==> src/imu_fgd_pkg.sv <==
// Shared types and constants for the IMU frame gesture direction unit.
// No dependencies; every other file in src except imu_fgd_fifo imports this package.
package imu_fgd_pkg;

  // Frame layout
  localparam int unsigned FrameLen   = 11;
  localparam int unsigned PosWidth   = 4;
  localparam logic [7:0]  FrameStart = 8'h55;
  localparam logic [7:0]  FrameAccel = 8'h51;

  // Configuration
  localparam int unsigned CfgIdxWidth = 2;
  localparam int unsigned ThrWidth    = 16;
  localparam logic [ThrWidth-1:0] ThrReset = 16'd4096;

  typedef enum logic [CfgIdxWidth-1:0] {
    REG_X_THR = 2'd0,
    REG_Y_THR = 2'd1,
    REG_Z_THR = 2'd2
  } reg_idx_e;

  // Direction codes as seen on the result port
  typedef enum logic [2:0] {
    DIR_NONE = 3'd0,
    DIR_XP   = 3'd1,
    DIR_YP   = 3'd2,
    DIR_ZP   = 3'd3,
    DIR_XN   = 3'd4,
    DIR_YN   = 3'd5,
    DIR_ZN   = 3'd6
  } dir_e;

  // Token passed from the deframer to the classifier
  typedef struct packed {
    logic             sess_end;
    logic [2:0][15:0] acc;       // z, y, x sample (x at index 0)
  } token_t;

  // One result beat
  typedef struct packed {
    dir_e direction;
    logic first;
    logic captured;
  } result_t;

endpackage

==> src/imu_fgd_fifo.sv <==
// Small synchronous FIFO used for the token queue and the result queue.
// Register-file storage with combinational read at the head pointer; no package use.
module imu_fgd_fifo #(
  parameter int unsigned Width = 8,
  parameter int unsigned Depth = 2
) (
  input  logic             clk_i,
  input  logic             rst_ni,
  input  logic             push_i,
  input  logic [Width-1:0] data_i,
  input  logic             pop_i,
  output logic [Width-1:0] data_o,
  output logic             full_o,
  output logic             empty_o
);

  localparam int unsigned AddrWidth = (Depth > 1) ? $clog2(Depth) : 1;
  localparam int unsigned CntWidth  = $clog2(Depth + 1);

  logic [Width-1:0]     mem_q [Depth];
  logic [AddrWidth-1:0] wr_ptr_q, wr_ptr_d;
  logic [AddrWidth-1:0] rd_ptr_q, rd_ptr_d;
  logic [CntWidth-1:0]  cnt_q, cnt_d;
  logic                 do_push, do_pop;

  assign full_o  = (cnt_q == CntWidth'(Depth));
  assign empty_o = (cnt_q == '0);
  assign do_push = push_i && !full_o;
  assign do_pop  = pop_i && !empty_o;
  assign data_o  = mem_q[rd_ptr_q];

  // Pointer and fill count update
  always_comb begin
    wr_ptr_d = wr_ptr_q;
    rd_ptr_d = rd_ptr_q;
    cnt_d    = cnt_q;
    if (do_push) begin
      wr_ptr_d = (wr_ptr_q == AddrWidth'(Depth - 1)) ? '0 : wr_ptr_q + 1'b1;
    end
    if (do_pop) begin
      rd_ptr_d = (rd_ptr_q == AddrWidth'(Depth - 1)) ? '0 : rd_ptr_q + 1'b1;
    end
    if (do_push && !do_pop) begin
      cnt_d = cnt_q + 1'b1;
    end else if (do_pop && !do_push) begin
      cnt_d = cnt_q - 1'b1;
    end
  end

  always_ff @(posedge clk_i or negedge rst_ni) begin
    if (!rst_ni) begin
      wr_ptr_q <= '0;
      rd_ptr_q <= '0;
      cnt_q    <= '0;
    end else begin
      wr_ptr_q <= wr_ptr_d;
      rd_ptr_q <= rd_ptr_d;
      cnt_q    <= cnt_d;
    end
  end

  // Storage
  always_ff @(posedge clk_i) begin
    if (do_push) begin
      mem_q[wr_ptr_q] <= data_i;
    end
  end

endmodule

==> src/imu_fgd_front.sv <==
// Deframer: gathers 11-byte frames, checks start byte, checksum and type,
// and emits sample or session-end tokens. Depends on imu_fgd_pkg.
module imu_fgd_front (
  input  logic                clk_i,
  input  logic                rst_ni,
  input  logic                accept_i,
  input  logic [7:0]          rx_byte_i,
  input  logic                session_end_i,
  output logic                tok_push_o,
  output imu_fgd_pkg::token_t tok_o
);
  import imu_fgd_pkg::*;

  logic [PosWidth-1:0] pos_q, pos_d;
  logic [7:0]          sum_q, sum_d;
  logic [7:0]          frame_q [8];   // bytes 0..7 of the current frame
  logic                store;
  logic                last_byte;

  assign last_byte = (pos_q == PosWidth'(FrameLen - 1));

  // Framing state and token generation
  always_comb begin
    pos_d      = pos_q;
    sum_d      = sum_q;
    store      = 1'b0;
    tok_push_o = 1'b0;
    tok_o.sess_end = session_end_i;
    tok_o.acc[0]   = {frame_q[3], frame_q[2]};
    tok_o.acc[1]   = {frame_q[5], frame_q[4]};
    tok_o.acc[2]   = {frame_q[7], frame_q[6]};
    if (accept_i) begin
      if (session_end_i) begin
        tok_push_o = 1'b1;
      end else if (pos_q == '0 && rx_byte_i != FrameStart) begin
        // hunting for a start byte
      end else if (last_byte) begin
        pos_d = '0;
        sum_d = '0;
        tok_push_o = (sum_q == rx_byte_i) && (frame_q[1] == FrameAccel);
      end else begin
        store = (pos_q < PosWidth'(8));
        sum_d = sum_q + rx_byte_i;
        pos_d = pos_q + 1'b1;
      end
    end
  end

  always_ff @(posedge clk_i or negedge rst_ni) begin
    if (!rst_ni) begin
      pos_q <= '0;
      sum_q <= '0;
    end else begin
      pos_q <= pos_d;
      sum_q <= sum_d;
    end
  end

  // Frame byte store
  always_ff @(posedge clk_i) begin
    if (store) begin
      frame_q[pos_q[2:0]] <= rx_byte_i;
    end
  end

endmodule

==> src/imu_fgd_back.sv <==
// Classifier: holds thresholds, baseline and seen set; turns tokens into results
// over two stages (difference/magnitude, then classify). Depends on imu_fgd_pkg.
module imu_fgd_back (
  input  logic                             clk_i,
  input  logic                             rst_ni,
  input  logic                             cfg_we_i,
  input  logic [imu_fgd_pkg::CfgIdxWidth-1:0] cfg_idx_i,
  input  logic [imu_fgd_pkg::ThrWidth-1:0] cfg_data_i,
  input  logic                             q_empty_i,
  input  imu_fgd_pkg::token_t              q_tok_i,
  output logic                             q_pop_o,
  input  logic                             out_full_i,
  output logic                             out_push_o,
  output imu_fgd_pkg::result_t             out_res_o
);
  import imu_fgd_pkg::*;

  logic [2:0][ThrWidth-1:0] thr_q;
  logic [2:0][15:0]         base_q, base_d;
  logic                     base_v_q, base_v_d;
  logic [5:0]               seen_q, seen_d;

  // Stage 2 register
  logic                     s2_v_q, s2_v_d;
  logic                     s2_cap_q;
  logic [2:0][15:0]         mag_q, mag_d;
  logic [2:0]               pos_q, pos_d;

  logic                     s2_ready;
  logic                     load_s2;
  logic [2:0]               sig;
  logic [1:0]               axis;
  logic                     pick;
  logic                     gxy, gyx, gxz, gzx, gyz, gzy;
  dir_e                     dir;
  logic [2:0]               seen_idx;
  logic [5:0]               seen_bit;
  logic                     first;

  // Threshold registers
  always_ff @(posedge clk_i or negedge rst_ni) begin
    if (!rst_ni) begin
      thr_q <= {3{ThrReset}};
    end else if (cfg_we_i) begin
      case (cfg_idx_i)
        REG_X_THR: thr_q[0] <= cfg_data_i;
        REG_Y_THR: thr_q[1] <= cfg_data_i;
        REG_Z_THR: thr_q[2] <= cfg_data_i;
        default: ;
      endcase
    end
  end

  // Stage 1: pop a token, capture baseline or form per-axis change
  assign s2_ready = !s2_v_q || out_push_o;
  assign q_pop_o  = !q_empty_i && s2_ready;
  assign load_s2  = q_pop_o && !q_tok_i.sess_end;

  always_comb begin
    logic [16:0] diff;
    logic [16:0] absd;
    for (int i = 0; i < 3; i++) begin
      diff     = {q_tok_i.acc[i][15], q_tok_i.acc[i]} - {base_q[i][15], base_q[i]};
      absd     = diff[16] ? (17'd0 - diff) : diff;
      mag_d[i] = absd[15:0];
      pos_d[i] = !diff[16] && (diff != '0);
    end
  end

  always_comb begin
    base_d   = base_q;
    base_v_d = base_v_q;
    if (q_pop_o) begin
      if (q_tok_i.sess_end) begin
        base_v_d = 1'b0;
      end else if (!base_v_q) begin
        base_d   = q_tok_i.acc;
        base_v_d = 1'b1;
      end
    end
    s2_v_d = s2_v_q;
    if (load_s2) begin
      s2_v_d = 1'b1;
    end else if (out_push_o) begin
      s2_v_d = 1'b0;
    end
  end

  // Stage 2: significance, dominant axis, sign
  always_comb begin
    for (int i = 0; i < 3; i++) begin
      sig[i] = (mag_q[i] >= thr_q[i]);
    end
    gxy  = mag_q[0] > mag_q[1];
    gyx  = mag_q[1] > mag_q[0];
    gxz  = mag_q[0] > mag_q[2];
    gzx  = mag_q[2] > mag_q[0];
    gyz  = mag_q[1] > mag_q[2];
    gzy  = mag_q[2] > mag_q[1];
    axis = 2'd0;
    pick = 1'b0;
    case (sig)
      3'b001: begin axis = 2'd0; pick = 1'b1; end
      3'b010: begin axis = 2'd1; pick = 1'b1; end
      3'b100: begin axis = 2'd2; pick = 1'b1; end
      3'b011: begin
        if (gxy) begin axis = 2'd0; pick = 1'b1; end
        else if (gyx) begin axis = 2'd1; pick = 1'b1; end
      end
      3'b101: begin
        if (gxz) begin axis = 2'd0; pick = 1'b1; end
        else if (gzx) begin axis = 2'd2; pick = 1'b1; end
      end
      3'b110: begin
        if (gyz) begin axis = 2'd1; pick = 1'b1; end
        else if (gzy) begin axis = 2'd2; pick = 1'b1; end
      end
      3'b111: begin
        if (gxy && gxz) begin axis = 2'd0; pick = 1'b1; end
        else if (gyx && gyz) begin axis = 2'd1; pick = 1'b1; end
        else if (gzx && gzy) begin axis = 2'd2; pick = 1'b1; end
      end
      default: ;
    endcase
    if (!pick) begin
      dir = DIR_NONE;
    end else if (pos_q[axis]) begin
      dir = dir_e'({1'b0, axis} + 3'd1);
    end else begin
      dir = dir_e'({1'b0, axis} + 3'd4);
    end
    seen_idx = 3'(dir) - 3'd1;
    seen_bit = 6'd1 << seen_idx;
    first    = (dir != DIR_NONE) && !(|(seen_q & seen_bit));
  end

  // Result beat
  assign out_push_o = s2_v_q && !out_full_i;
  always_comb begin
    if (s2_cap_q) begin
      out_res_o.direction = DIR_NONE;
      out_res_o.first     = 1'b0;
      out_res_o.captured  = 1'b1;
    end else begin
      out_res_o.direction = dir;
      out_res_o.first     = first;
      out_res_o.captured  = 1'b0;
    end
  end

  // Seen set: session end wins over an update in the same cycle
  always_comb begin
    seen_d = seen_q;
    if (out_push_o && !s2_cap_q && first) begin
      seen_d = seen_q | seen_bit;
    end
    if (q_pop_o && q_tok_i.sess_end) begin
      seen_d = '0;
    end
  end

  always_ff @(posedge clk_i or negedge rst_ni) begin
    if (!rst_ni) begin
      base_v_q <= 1'b0;
      base_q   <= '0;
      seen_q   <= '0;
      s2_v_q   <= 1'b0;
    end else begin
      base_v_q <= base_v_d;
      base_q   <= base_d;
      seen_q   <= seen_d;
      s2_v_q   <= s2_v_d;
    end
  end

  always_ff @(posedge clk_i) begin
    if (load_s2) begin
      s2_cap_q <= !base_v_q;
      mag_q    <= mag_d;
      pos_q    <= pos_d;
    end
  end

endmodule

==> src/imu_frame_gesture_direction_unit.sv <==
// Top level of the IMU frame gesture direction unit.
// Depends on imu_fgd_pkg, imu_fgd_front, imu_fgd_fifo and imu_fgd_back.
//
// Usage:
//   Input channel: one serial byte (rx_byte_i) or a session-end marker
//   (session_end_i) per beat; a beat is taken when push is high and full low.
//   Result channel: one beat per good acceleration frame; the head result is on
//   direction_o / first_occurrence_o / baseline_captured_o while empty is low
//   and is taken when pop is high.
//   Config: cfg_we_i writes cfg_data_i into threshold cfg_idx_i (0 x, 1 y, 2 z);
//   write only while the block is idle.
// Throughput: one input beat per cycle while full is low. The deframer consumes a byte per
// cycle and the classifier takes one token per cycle through its two stages while the result queue has room.
// Result path: the frame's token is written into the token queue when its checksum byte
// is taken, then popped into the stage 2 register, then written into the result queue.
// Reset: framing, baseline, seen set and both queues clear; thresholds go to 4096.
// Stall: when pop is held low the result queue fills, the classifier stops, the
// token queue fills and full rises; nothing is dropped.
module imu_frame_gesture_direction_unit #(
  parameter int unsigned QueueDepth  = 2,
  parameter int unsigned ResultDepth = 2
) (
  input  logic                                clk_i,
  input  logic                                rst_ni,
  input  logic                                cfg_we_i,
  input  logic [imu_fgd_pkg::CfgIdxWidth-1:0] cfg_idx_i,
  input  logic [imu_fgd_pkg::ThrWidth-1:0]    cfg_data_i,
  input  logic                                push,
  output logic                                full,
  input  logic [7:0]                          rx_byte_i,
  input  logic                                session_end_i,
  output logic                                empty,
  input  logic                                pop,
  output logic [2:0]                          direction_o,
  output logic                                first_occurrence_o,
  output logic                                baseline_captured_o
);
  import imu_fgd_pkg::*;

  localparam int unsigned TokWidth = $bits(token_t);
  localparam int unsigned ResWidth = $bits(result_t);

  logic    accept;
  logic    tok_push;
  token_t  tok_in, tok_out;
  logic    q_full, q_empty, q_pop;
  logic    out_push, out_full;
  result_t res_in, res_out;

  assign accept = push && !full;
  assign full   = q_full;

  imu_fgd_front u_front (
    .clk_i         (clk_i),
    .rst_ni        (rst_ni),
    .accept_i      (accept),
    .rx_byte_i     (rx_byte_i),
    .session_end_i (session_end_i),
    .tok_push_o    (tok_push),
    .tok_o         (tok_in)
  );

  // Token queue between deframer and classifier
  imu_fgd_fifo #(
    .Width (TokWidth),
    .Depth (QueueDepth)
  ) u_tok_fifo (
    .clk_i   (clk_i),
    .rst_ni  (rst_ni),
    .push_i  (tok_push),
    .data_i  (tok_in),
    .pop_i   (q_pop),
    .data_o  (tok_out),
    .full_o  (q_full),
    .empty_o (q_empty)
  );

  imu_fgd_back u_back (
    .clk_i      (clk_i),
    .rst_ni     (rst_ni),
    .cfg_we_i   (cfg_we_i),
    .cfg_idx_i  (cfg_idx_i),
    .cfg_data_i (cfg_data_i),
    .q_empty_i  (q_empty),
    .q_tok_i    (tok_out),
    .q_pop_o    (q_pop),
    .out_full_i (out_full),
    .out_push_o (out_push),
    .out_res_o  (res_in)
  );

  // Result queue toward the consumer
  imu_fgd_fifo #(
    .Width (ResWidth),
    .Depth (ResultDepth)
  ) u_res_fifo (
    .clk_i   (clk_i),
    .rst_ni  (rst_ni),
    .push_i  (out_push),
    .data_i  (res_in),
    .pop_i   (pop),
    .data_o  (res_out),
    .full_o  (out_full),
    .empty_o (empty)
  );

  assign direction_o         = res_out.direction;
  assign first_occurrence_o  = res_out.first;
  assign baseline_captured_o = res_out.captured;

endmodule
==> config.mk <==
export PLATFORM = sky130hd
export DESIGN_NAME = imu_frame_gesture_direction_unit
export DESIGN_NICKNAME = d
export VERILOG_FILES = /design/src/imu_fgd_pkg.sv /design/src/imu_fgd_fifo.sv /design/src/imu_fgd_front.sv /design/src/imu_fgd_back.sv /design/src/imu_frame_gesture_direction_unit.sv
export SDC_FILE = /design/constraint.sdc
export NUM_CORES = 1
export LEC_CHECK = 0
export BUFFER_PORTS_ARGS = -buffer_cell sky130_fd_sc_hd__buf_4
export CORE_MARGIN = 4
export CORE_UTILIZATION = 60
export CTS_CLUSTER_DIAMETER = 60
export DETAILED_ROUTE_END_ITERATION = 16
export GPL_TIMING_DRIVEN = 0
export PLACE_DENSITY_LB_ADDON = 0.1
export SYNTH_ARGS = -nofsm -noshare
export SYNTH_HDL_FRONTEND = slang
export SYNTH_HIERARCHICAL = 1
export SYNTH_SLANG_ARGS = --single-unit
==> constraint.sdc <==
create_clock -name clk_i -period 4.35 [get_ports clk_i]
set_input_delay 0.435 -clock clk_i [delete_from_list [all_inputs] [get_ports clk_i]]
set_output_delay 0.435 -clock clk_i [all_outputs]
set_load 0.005 [all_outputs]
# == Word-level counts from Yosys, hierarchy flattened ==
# Memory sizes are Yosys's and may differ from the RTL's.
# Cells that the tools add are included.
# word_totals
out_inout_bits,7
regBits,176
mem_count,3
in_bits,32
mem_bits_rw,172
elab_cells,194
# op_classes
n_mux,57
eq_ne,15
order_cmp,11
n_reduce_logical,60
n_addsub,19
bitwise_logic,6
shift,1
# memory_table
memory,words,width,rd,rd_ports_with_merged_regs,wr,line,rtl
u_tok_fifo.mem_q,2,49,1,0,1,imu_fgd_fifo.sv:20,logic [Width-1:0] mem_q [Depth];
u_front.frame_q,8,8,7,0,1,imu_fgd_front.sv:16,logic [7:0] frame_q [8];
u_res_fifo.mem_q,2,5,1,0,1,imu_fgd_fifo.sv:20,
# ops
op,n
greater-than comparator 16 bit,6
nonzero test 17 bit,3
subtractor 16 x 16 -> 17 bit,3
greater-or-equal comparator 16 bit,3
two-way mux 16 bit,3
subtractor 1 x 16 -> 16 bit (first input constant),3
two-way mux 1 bit,32
logical AND 1 bit,24
two-way mux 2 bit,12
zero test 1 bit,16
== test 3 bit (second input constant),4
two-way mux 6 bit,2
case mux 2 bit (6 select lines),1
adder 8 bit,1
== test 8 x 7 -> 1 bit (second input constant),1
== test 8 bit,1
two-way mux 8 bit,1
!= test 8 x 7 -> 1 bit (second input constant),1
nonzero test 2 bit,4
bitwise AND 6 bit,1
== test 2 bit (second input constant),3
== test 3 x 2 -> 1 bit (second input constant),2
zero test 2 bit,3
two-way mux 3 bit,2
other kinds (26),37

# == Logic depth before layout (Yosys ltp) ==
# Gate-level depths: netlist of the first run.
# depth
ltp_word,19
depth_mapped,20
ltp_nobuf,20

# == By module ==
# Netlist of the first run, hierarchy kept.
# by_module_without_submodules
mod,area_each_um2,instances,cells_per_inst,seq_area_each_um2
imu_fgd_back,11574.9,1,1224,4167.7
imu_fgd_fifo (u_tok_fifo),3986.3,1,172,3042.9
imu_fgd_front,2687.6,1,172,1981.9
imu_fgd_fifo (u_res_fifo),560.5,1,35,400.4
imu_frame_gesture_direction_unit,13.8,1,1,0.0

# == Least setup slack after synthesis of the first run ==
# OpenSTA, ideal clock, no wires.
# synth_path
kind,input port to flip-flop
startpoint,input port rx_byte_i[4]
endpoint,"memory u_tok_fifo/mem_q[0][0] (netlist name), enable pin"
required_ns,3.894
cell_stages,7
t_arrival_ns,3.633
setup_ns,0.456
n_path_buf,0
setup_slack_ns,0.261
cell_sequence,ha_1 nor4_1 nand2_1 nor4_1 o21a_1 nand2_1 nor2_1
# synth_between
elab_chain_len,9
word_cells_on_any_way,11
classes_between,2 x eq/ne; 6 x mux; 3 x reduce/logical
# synth_lines
item,line,rtl
start: declaration,imu_frame_gesture_direction_unit.sv:30,"input logic [7:0] rx_byte_i,"
== test 8 bit,imu_fgd_front.sv:40,tok_push_o = (sum_q == rx_byte_i) && (frame_q[1] == FrameAccel);
logical AND 1 bit,imu_fgd_front.sv:40,
two-way mux 1 bit,imu_fgd_front.sv:37,end else if (last_byte) begin
two-way mux 1 bit *,imu_fgd_front.sv:35,end else if (pos_q == '0 && rx_byte_i != FrameStart) begin
two-way mux 1 bit *,imu_fgd_front.sv:33,if (session_end_i) begin
two-way mux 1 bit *,imu_fgd_front.sv:32,if (accept_i) begin
named net tok_push,imu_frame_gesture_direction_unit.sv:44,logic tok_push;
logical AND 1 bit *,imu_fgd_fifo.sv:28,assign do_push = push_i && !full_o;
two-way mux 1 bit *,imu_fgd_fifo.sv:64,if (do_push) begin
two-way mux 1 bit (not written as such) *,imu_fgd_fifo.sv:65,mem_q[wr_ptr_q] <= data_i;
end: declaration,imu_fgd_fifo.sv:20,
# Mark *: on every way through the listed nets, which the timed path passes. The rest lies on a longest branch.

==> run summary, run 1 <==
Run status - finished clean
Post-Layout Cell Count - 2123
CTS H-Tree Depth - 2
CTS buffer count - 40
Register area share after synthesis - 0.510
Crit path required time - 4.63 ns
CP arrival - 4.34 ns
Post-DP HPWL - 28500 um
Area of the multi-input gates - 8390 um2
Total of max-cap violations - 0
Largest net degree at the start of global routing - 74
I/O Pins - 39
1st-iter DRT viols - 583
I/O Buffers - 38
Total Wirelength - 38300 um
Share of cells above drive strength 1 - 0.167
Fin crit period - 4.06 ns
Pre-CTS setup slack - 0.145 ns
Avg Vias per Cell - 5.67
Drt wl/cell - 18.0 um
Leading cell type in the layout, fill and taps excluded - edfxtp_1
Vias in the first global route - 12000
Cell Area, Synth - 18800 um2
Antenna-violating nets left - 0
Worst hold path class - input port to flip-flop
Routed vias - 12000
Final Hold Viols - 0
# placed instances - 2044
Residual DRC count - 0
Final worst slack - 0.289 ns
Total track usage - 0.227
Final Util - 0.689
Bufs on Longest Clock Path - 3
Worst path cell trace - buf_6 > buf_12 > mux2_4 > inv_1 > ha_1 > inv_1 > fa_1 > a21o_1 > a21oi_2 > o21ai_1 > nor2b_1 > a41oi_2 > a211oi_1 > o31a_1 > o22ai_4 > clkbuf_4 > o31ai_1 > xnor2_1
RD Place Congestion - 0.865
Later-pin clock latency in the skew report - 0.55 ns
DP Area - 19700 um2
Fin crit share - 0.934
DRT Pass-1 Iters - 5
Crit path max fanout - 10
CTS tree - yes
Fill cells - 2327
Die Span Y - 185 um
Worst slew pin tran - 1.32 ns
CP most frequent cell - inv_1
Count of cell types in the netlist - 102
Die area - 34300 um2
Synth async-reset ratio - 0.365
TritonCTS Sinks - 340
Synth Register Bits - 340
Slowest CP cell - fa_1
P&R area growth vs syn - 12.6%
RSZ-0062 raised after global routing - false
Die Span X - 185 um
Total gr overflow - 0
Critical path class - flip-flop to flip-flop
CTS Root Cell - clkbuf_16
Main synth FF type - edfxtp_1
Max Clk Rate - 246 MHz
Sequential cell area - 9590 um2
Final setup viols - 0
Core area - 30700 um2
Commonest cells after routing, fill and taps aside - edfxtp_1 (216), inv_1 (176), ha_1 (158)
Clock transition at path regs - 0.06 ns
Post-Syn Instances - 1604
Number of diodes - 0
Fin area - 21200 um2
Synthesis Warnings - 6
Nets - 1889
Synthesized area per cell - 11.7 um2
Final Max Slew Viols - 0
Worst path max stage delay - 0.40 ns
Synthesized Nets - 1798
FP Rows - 64
Worst setup EP type - flip-flop
Antenna violations before repair - 0
Initial Utilization - 0.612
First-pass GRT wire length - 61700 um
Post-Route Skew - 0.0215 ns
Setup crit start kind - flip-flop
Worst slew margin - 0.115
Post-synth EDFFs - 216
-- stage by stage --
step,hold WS (ns),setup TNS [ns]
2_1_floorplan,0.139,0
3_3_place_gp,0.422,-65.99
3_5_place_dp,0.430,0
4_1_cts,0.0972,0
5_1_grt,0.120,0
6_report,0.119,0
-- cell type report --
class | instances | share of cell area
repair buffers | 49 | 0.0204
flip-flops and latches | 340 | 0.453
clock buffers | 49 | 0.0502
plain buffers | 32 | 0.0121
clock inverters | 25 | 0.0142
well taps | 396 | 0.0234
inverters | 177 | 0.0315
multi-input cells | 1055 | 0.396
-- synth_stat cells, drive strengths merged (18+ instances only) --
cell type    n  area (um2)
xnor2       57         499
inv        177         667
mux2        93        1230
a21o        24         181
buf         18         201
xor2        34         298
nand3       37         190
o21ai      108         552
ha         158        1980
nand2b      21         139
nor2        62         233
a21oi       87         462
dfrtp      121        3030
nand2      130         490
edfxtp     216        6490
nor3        35         190
-- flip-flops by register name (all words and copies together) (netlist names) --
register / flops
u_tok_fifo/mem_q: 98
u_front/frame_q: 56
u_back/base_q: 48
u_back/mag_q: 48
u_back/thr_q: 48
u_res_fifo/mem_q: 10
u_front/sum_q: 8
u_back/seen_q: 6
u_front/pos_q: 4
u_back/pos_q: 3
u_res_fifo/cnt_q: 2
u_tok_fifo/cnt_q: 2
u_back/base_v_q: 1
u_back/s2_cap_q: 1
u_back/s2_v_q: 1
u_res_fifo/rd_ptr_q: 1
u_res_fifo/wr_ptr_q: 1
u_tok_fifo/rd_ptr_q: 1
u_tok_fifo/wr_ptr_q: 1
-- routing by layer --
metal,track usage,part of all wire,up-vias
met5,0,0,-
met4,0.0802,0.033,0
met3,0.0330,0.037,87
met2,0.385,0.48,228
met1,0.303,0.44,5763
li1,-,-,5965
-- worst max-delay path, delay by kind of cell (launching register included) --
| kind | cells | cell delay, ns |
|---|---|---|
| buffers and inverters | 5 | 0.71 |
| xor gates and xnor gates | 1 | 0.15 |
| AOI/OAI and AO/OA | 8 | 1.52 |
| adders and majority gates | 2 | 0.55 |
| muxes | 1 | 0.32 |
| DFF | 1 | 0.35 |
| and+or+nand+nor | 1 | 0.15 |
-- worst paths after layout --
kind | to | startpoint | slack [ns] | cells past startpoint
min | u_back/thr_q[13] | cfg_data_i[13] | 0.12 | 3
min reg2reg | u_tok_fifo/mem_q[1][36] | u_front/frame_q[6][4] | 0.44 | 0
max reg2reg | u_back/mag_q[46] | u_tok_fifo/rd_ptr_q | 0.29 | 18
max | u_back/mag_q[46] | u_tok_fifo/rd_ptr_q | 0.29 | 18
min in group asynchronous | u_back/thr_q[10] | rst_ni | 0.43 | 2
max in group asynchronous | u_back/base_q[41] | rst_ni | 3.15 | 3
-- what timing repair did --
| action | 4_1_cts | 5_1_grt |
|---|---|---|
| hold buffers | 1 | 0 |
| setup buffers | 0 | 4 |
| resized for setup | 0 | 8 |
| hold endpoints to repair | 49 | 0 |
| endpoints found under the setup margin | 0 | 21 |
-- cell families (layout without fill, tap and decap cells) --
family	count (synthesis)	count (layout)	share of synthesized area
and+or+nand+nor	380	380	0.104
DFF	340	340	0.510
AOI/OAI and AO/OA	327	327	0.119
xor gates and xnor gates	91	91	0.0423
adders and majority gates	162	162	0.109
buffers and inverters	209	332	0.0489
muxes	95	95	0.0665
Power of run 1 is not shown: default switching activity piles up to over one toggle a cycle in this logic, so the estimate is an artifact.
==> inputs of run 2 (changes only) <==
--- a/config.mk
+++ b/config.mk
@@ -5,9 +5,10 @@
 export SDC_FILE = /design/constraint.sdc
 export NUM_CORES = 1
 export LEC_CHECK = 0
+export ABC_AREA = 1
 export BUFFER_PORTS_ARGS = -buffer_cell sky130_fd_sc_hd__buf_4
 export CORE_MARGIN = 4
-export CORE_UTILIZATION = 60
+export CORE_UTILIZATION = 29
 export CTS_CLUSTER_DIAMETER = 60
 export DETAILED_ROUTE_END_ITERATION = 16
 export GPL_TIMING_DRIVEN = 0
==> run summary, run 2 <==
Run status - finished clean
Most common cell in the netlist - nand2_1
Die area - 69500 um2
Worst Path Buf+Inv - 5
I/O Buffers - 38
Hold buffers post-CTS - 1
1st-iter DRT viols - 502
Synth area leaders - edfxtp_1 (34%), dfrtp_1 (16%), ha_1 (10%), nand2_1 (9.4%), inv_1 (5.4%)
CTS tree - yes
Max Clk Rate - 247 MHz
# resized after CTS - 0
RSZ-0062 raised after global routing - false
Later-pin clock latency in the skew report - 0.57 ns
Fin crit share - 0.930
Critical path class - flip-flop to flip-flop
CTS H-Tree Depth - 2
Top delay family on crit path - simple AND/OR/NAND/NOR gates
Die Span Y - 264 um
Synth async-reset ratio - 0.365
Synth Register Bits - 340
Cell Area, Synth - 19000 um2
CTS buffer count - 45
Final setup viols - 0
Nets - 2293
Total Wirelength - 47500 um
Worst hold path class - input port to flip-flop
Total of max-cap violations - 0
Vias in the first global route - 13200
Final setup TNS - 0 ns
Post-synth top area cell - edfxtp_1
Worst slew pin tran - 0.890 ns
TritonCTS Sinks - 340
Share of cells above drive strength 1 - 0.109
Slowest CP cell - edfxtp_1
Synthesized area per cell - 9.45 um2
Total gr overflow - 0
P&R area growth vs syn - 15.4%
Residual DRC count - 0
Drt wl/cell - 15.9 um
Count of cell types in the netlist - 57
Worst setup EP type - flip-flop
Clock transition at path regs - 0.06 ns
RD Place Congestion - 0.821
Commonest cells after routing, fill and taps aside - nand2_1 (476), inv_1 (271), edfxtp_1 (216)
Synth top area share - 0.342
Post-synth EDFFs - 216
I/O Pins - 39
Hold Slack - 0.108 ns
Biggest register - u_tok_fifo/mem_q
Total track usage - 0.136
Crit path required time - 4.67 ns
Post-Route Skew - 0.0191 ns
Largest net degree at the start of global routing - 77
First-pass GRT wire length - 74900 um
Synth cell count leaders - nand2_1 (476), inv_1 (272), edfxtp_1 (216), ha_1 (158), a21oi_1 (142)
Post-Syn Instances - 2007
Antenna-violating nets left - 0
Setup crit start kind - flip-flop
CP arrival - 4.36 ns
Fin crit period - 4.04 ns
Die Span X - 264 um
Main synth FF type - edfxtp_1
Number of diodes - 0
Initial Utilization - 0.294
# Post-CTS Setup Buffers - 0
Synthesized Nets - 2201
Crit path max fanout - 7
Post-DP HPWL - 35900 um
Leading cell type in the layout, fill and taps excluded - nand2_1
Register area share after synthesis - 0.506
DRT Pass-1 Iters - 5
Core area - 64600 um2
FP Rows - 93
CTS Root Cell - clkbuf_16
Largest register FFs - 98
Final Max Slew Viols - 0
Bufs on Longest Clock Path - 3
Final Hold Viols - 0
Worst slew margin - 0.402
Synthesis Warnings - 6
Worst path max stage delay - 0.47 ns
Antenna violations before repair - 0
Routed vias - 13300
Avg Vias per Cell - 4.44
run 2: cell types whose count changed after synthesis, sizes merged, moves of 12 or more:
cell,previous run,this run
a21oi,87,147
nor2,62,152
nand2,130,495
inv,177,289
nor3,35,23
mux2,93,0
nor4,15,2
xnor2,57,22
nand3,37,87
nand2b,21,0
o21ai,108,93
nor2b,15,1
xor2,34,66
run 2: cell type report:
type | instances | area [um2]
Buffer | 34 | 175
Clock buffer | 56 | 1200
Clock inverter | 28 | 218
Fill cell | 6634 | 42700
Inverter | 293 | 1110
Multi-Input combinational cell | 1340 | 8110
Sequential cell | 340 | 9590
Tap cell | 855 | 1070
Timing Repair Buffer | 45 | 417
run 2: metrics by stage:
step | worst slack (ns) | util | instance area [um2] | cells
final | 0.306 | 0.339 | 21900 | 2991
after global routing | 0.0120 | 0.339 | 21900 | 2991
after CTS | 0.289 | 0.339 | 21900 | 2991
after detailed placement | 0.340 | 0.317 | 20500 | 2906
after global placement | -1.77 | 0.315 | 20300 | 2900
after floorplan | 0.369 | - | 19000 | 2007
run 2: cell families after synthesis:
logic type      after synthesis  synth area share
fa+ha+maj                   162             0.109
simple gates                803             0.192
flops                       340             0.506
buf+inv                     327            0.0676
compound gates              287            0.0856
xor+xnor                     88            0.0407
run 2: routing by layer:
metal	up-vias	wire length, um	GRT usage
li1	6836	-	-
met1	6240	22500	0.184
met2	154	22600	0.230
met3	64	1340	0.0183
met4	0	1140	0.0399
met5	-	0	0
run 2: worst register-to-register path, stage by stage, from the launching register on:
cell	delay [ns]
edfxtp_1	0.47
inv_1	0.15
ha_1	0.32
nand2_1	0.06
inv_2	0.06
nand3_1	0.06
nor2_1	0.17
nand4_1	0.21
nand2_2	0.16
nand2_1	0.08
nand2_2	0.09
nand3_4	0.09
nand2_4	0.10
inv_1	0.05
ha_1	0.26
inv_1	0.04
nand2_2	0.09
nand2_4	0.07
nor2_8	0.13
nor2_1	0.07
ha_1	0.37
a21oi_1	0.23
nand4_1	0.12
nand2_1	0.10
inv_1	0.05
nand2_1	0.13
nor3_1	0.08
run 2: worst paths after layout:
kind | slack (ns) | startpoint | depth (start not counted) | to
worst max-delay path | 0.31 | u_back/mag_q[11] | 26 | u_res_fifo/mem_q[1][1]
worst min-delay path | 0.11 | pop | 3 | u_res_fifo/rd_ptr_q
worst max register to register | 0.31 | u_back/mag_q[11] | 26 | u_res_fifo/mem_q[1][1]
worst min register to register | 0.44 | u_front/frame_q[5][4] | 0 | u_tok_fifo/mem_q[0][28]
max in group asynchronous | 3.09 | rst_ni | 3 | u_front/pos_q[1]
min in group asynchronous | 0.41 | rst_ni | 2 | u_back/thr_q[9]
Power of run 2 is left out for the same reason.
==> inputs of run 3 (changes only) <==
--- a/config.mk
+++ b/config.mk
@@ -5,7 +5,6 @@
 export SDC_FILE = /design/constraint.sdc
 export NUM_CORES = 1
 export LEC_CHECK = 0
-export ABC_AREA = 1
 export BUFFER_PORTS_ARGS = -buffer_cell sky130_fd_sc_hd__buf_4
 export CORE_MARGIN = 4
 export CORE_UTILIZATION = 29
==> run summary, run 3 (synthesis results as in run 1) <==
Run status - finished clean
RSZ-0062 raised after global routing - false
Final Hold Viols - 0
Bufs on Longest Clock Path - 3
Fin crit share - 0.937
Fin crit period - 4.08 ns
CTS buffer count - 46
Total Wirelength - 45800 um
RD Place Congestion - 0.794
Die area - 69000 um2
Worst hold path class - input port to flip-flop
Routed vias - 11900
Met2 usage - 0.224
First-pass GRT wire length - 71900 um
Worst setup EP type - flip-flop
Clock transition at path regs - 0.06 ns
DP Area - 20300 um2
I/O Buffers - 38
Antenna violations before repair - 0
M3 GR Usage - 0.0200
Grt peak-use layer - met2
Total of max-cap violations - 0
Total gr overflow - 0
Worst slew pin tran - 1.27 ns
Final worst slack - 0.274 ns
Leading cell type in the layout, fill and taps excluded - edfxtp_1
CP arrival - 4.38 ns
TritonCTS Sinks - 340
Core area - 64300 um2
CTS Root Cell - clkbuf_16
Worst slew margin - 0.148
Worst path cell trace - buf_6 > buf_12 > mux2_4 > inv_1 > ha_1 > inv_1 > fa_1 > a21o_1 > a21oi_2 > o21ai_1 > nor2b_1 > a41oi_2 > a211oi_1 > o31a_1 > o22ai_4 > clkbuf_4 > o31ai_1 > xnor2_1
Antenna-violating nets left - 0
Crit path required time - 4.65 ns
Final setup viols - 0
Final Util - 0.341
Final Max Slew Viols - 0
Residual DRC count - 0
Max Clk Rate - 245 MHz
Number of diodes - 0
Post-Route Skew - 0.0287 ns
Setup crit start kind - flip-flop
Initial Utilization - 0.293
1st-iter DRT viols - 597
P&R area growth vs syn - 16.7%
Final setup TNS - 0 ns
Worst path max stage delay - 0.40 ns
Met1 GRT Util - 0.174
Slowest CP cell - fa_1
Avg Vias per Cell - 4.60
Commonest cells after routing, fill and taps aside - edfxtp_1 (216), inv_1 (176), ha_1 (158)
Post-DP HPWL - 34300 um
Die Span Y - 263 um
Later-pin clock latency in the skew report - 0.59 ns
Critical path class - flip-flop to flip-flop
Share of cells above drive strength 1 - 0.174
CTS H-Tree Depth - 2
Nets - 1898
Drt wl/cell - 17.7 um
DRT Pass-1 Iters - 5
Pre-CTS setup slack - 0.0241 ns
FP Rows - 93
Crit path max fanout - 10
Total track usage - 0.132
Vias in the first global route - 12300
I/O Pins - 39
CTS tree - yes
Fin area - 22000 um2
Largest register FFs - 98
Biggest register - u_tok_fifo/mem_q
Die Span X - 263 um
Largest net degree at the start of global routing - 76
CP most frequent cell - inv_1
[run 3: cell types whose count changed in the layout (fill, tap and decap cells not counted), moves of 39 or more]
cell | before | now
a21oi_1 | 142 | 78
inv_1 | 271 | 176
mux2_2 | 0 | 39
mux2_4 | 0 | 49
nand2_1 | 476 | 129
nand3_1 | 75 | 36
nor2_1 | 127 | 60
[run 3: cell type report]
class	count	area [um2]
flip-flops and latches	340	9590
clock inverters	23	268
repair buffers	52	458
fillers	6402	42400
inverters	177	667
well taps	855	1070
plain buffers	32	256
clock buffers	60	1230
multi-input cells	1055	8420
[run 3: worst paths after layout]
path,from,to,slack (ns),cells past startpoint
setup / recovery,u_tok_fifo/rd_ptr_q,u_back/mag_q[46],0.27,18
hold / removal,cfg_data_i[1],u_back/thr_q[1],0.09,3
setup reg to reg,u_tok_fifo/rd_ptr_q,u_back/mag_q[46],0.27,18
hold reg to reg,u_front/frame_q[6][0],u_tok_fifo/mem_q[1][32],0.44,0
max in group asynchronous,rst_ni,u_res_fifo/rd_ptr_q,3.13,3
min in group asynchronous,rst_ni,u_back/base_q[1],0.38,2
[run 3: worst max-delay path: cells and delay by family (launching register included)]
family / cells / cell delay [ns]
compound gates: 8 / 1.53
buf+inv: 5 / 0.70
xor+xnor: 1 / 0.14
mux: 1 / 0.32
fa+ha+maj: 2 / 0.56
simple gates: 1 / 0.16
flops: 1 / 0.37
[run 3: repair_timing]
item | in CTS | in global routing
buffers inserted | 0 | 6
resized for setup | 1 | 13
endpoints found under the setup margin | 2 | 32
hold buffers | 1 | 0
pin swaps | 0 | 6
endpoints found under the hold margin | 46 | 0
[run 3: metal layers]
metal,routed length (um),part of all wire
met1,21200,0.46
met2,21700,0.47
met3,1590,0.035
met4,1310,0.029
met5,0,0
[run 3: metrics by stage]
stage / hold WS (ns) / cells
floorplan: 0.139 / 1604
global placement: 0.422 / 2497
detailed placement: 0.429 / 2504
CTS: 0.0405 / 2588
global route: 0.0756 / 2594
finish: 0.0903 / 2594
Power of run 3 is left out for the same reason.
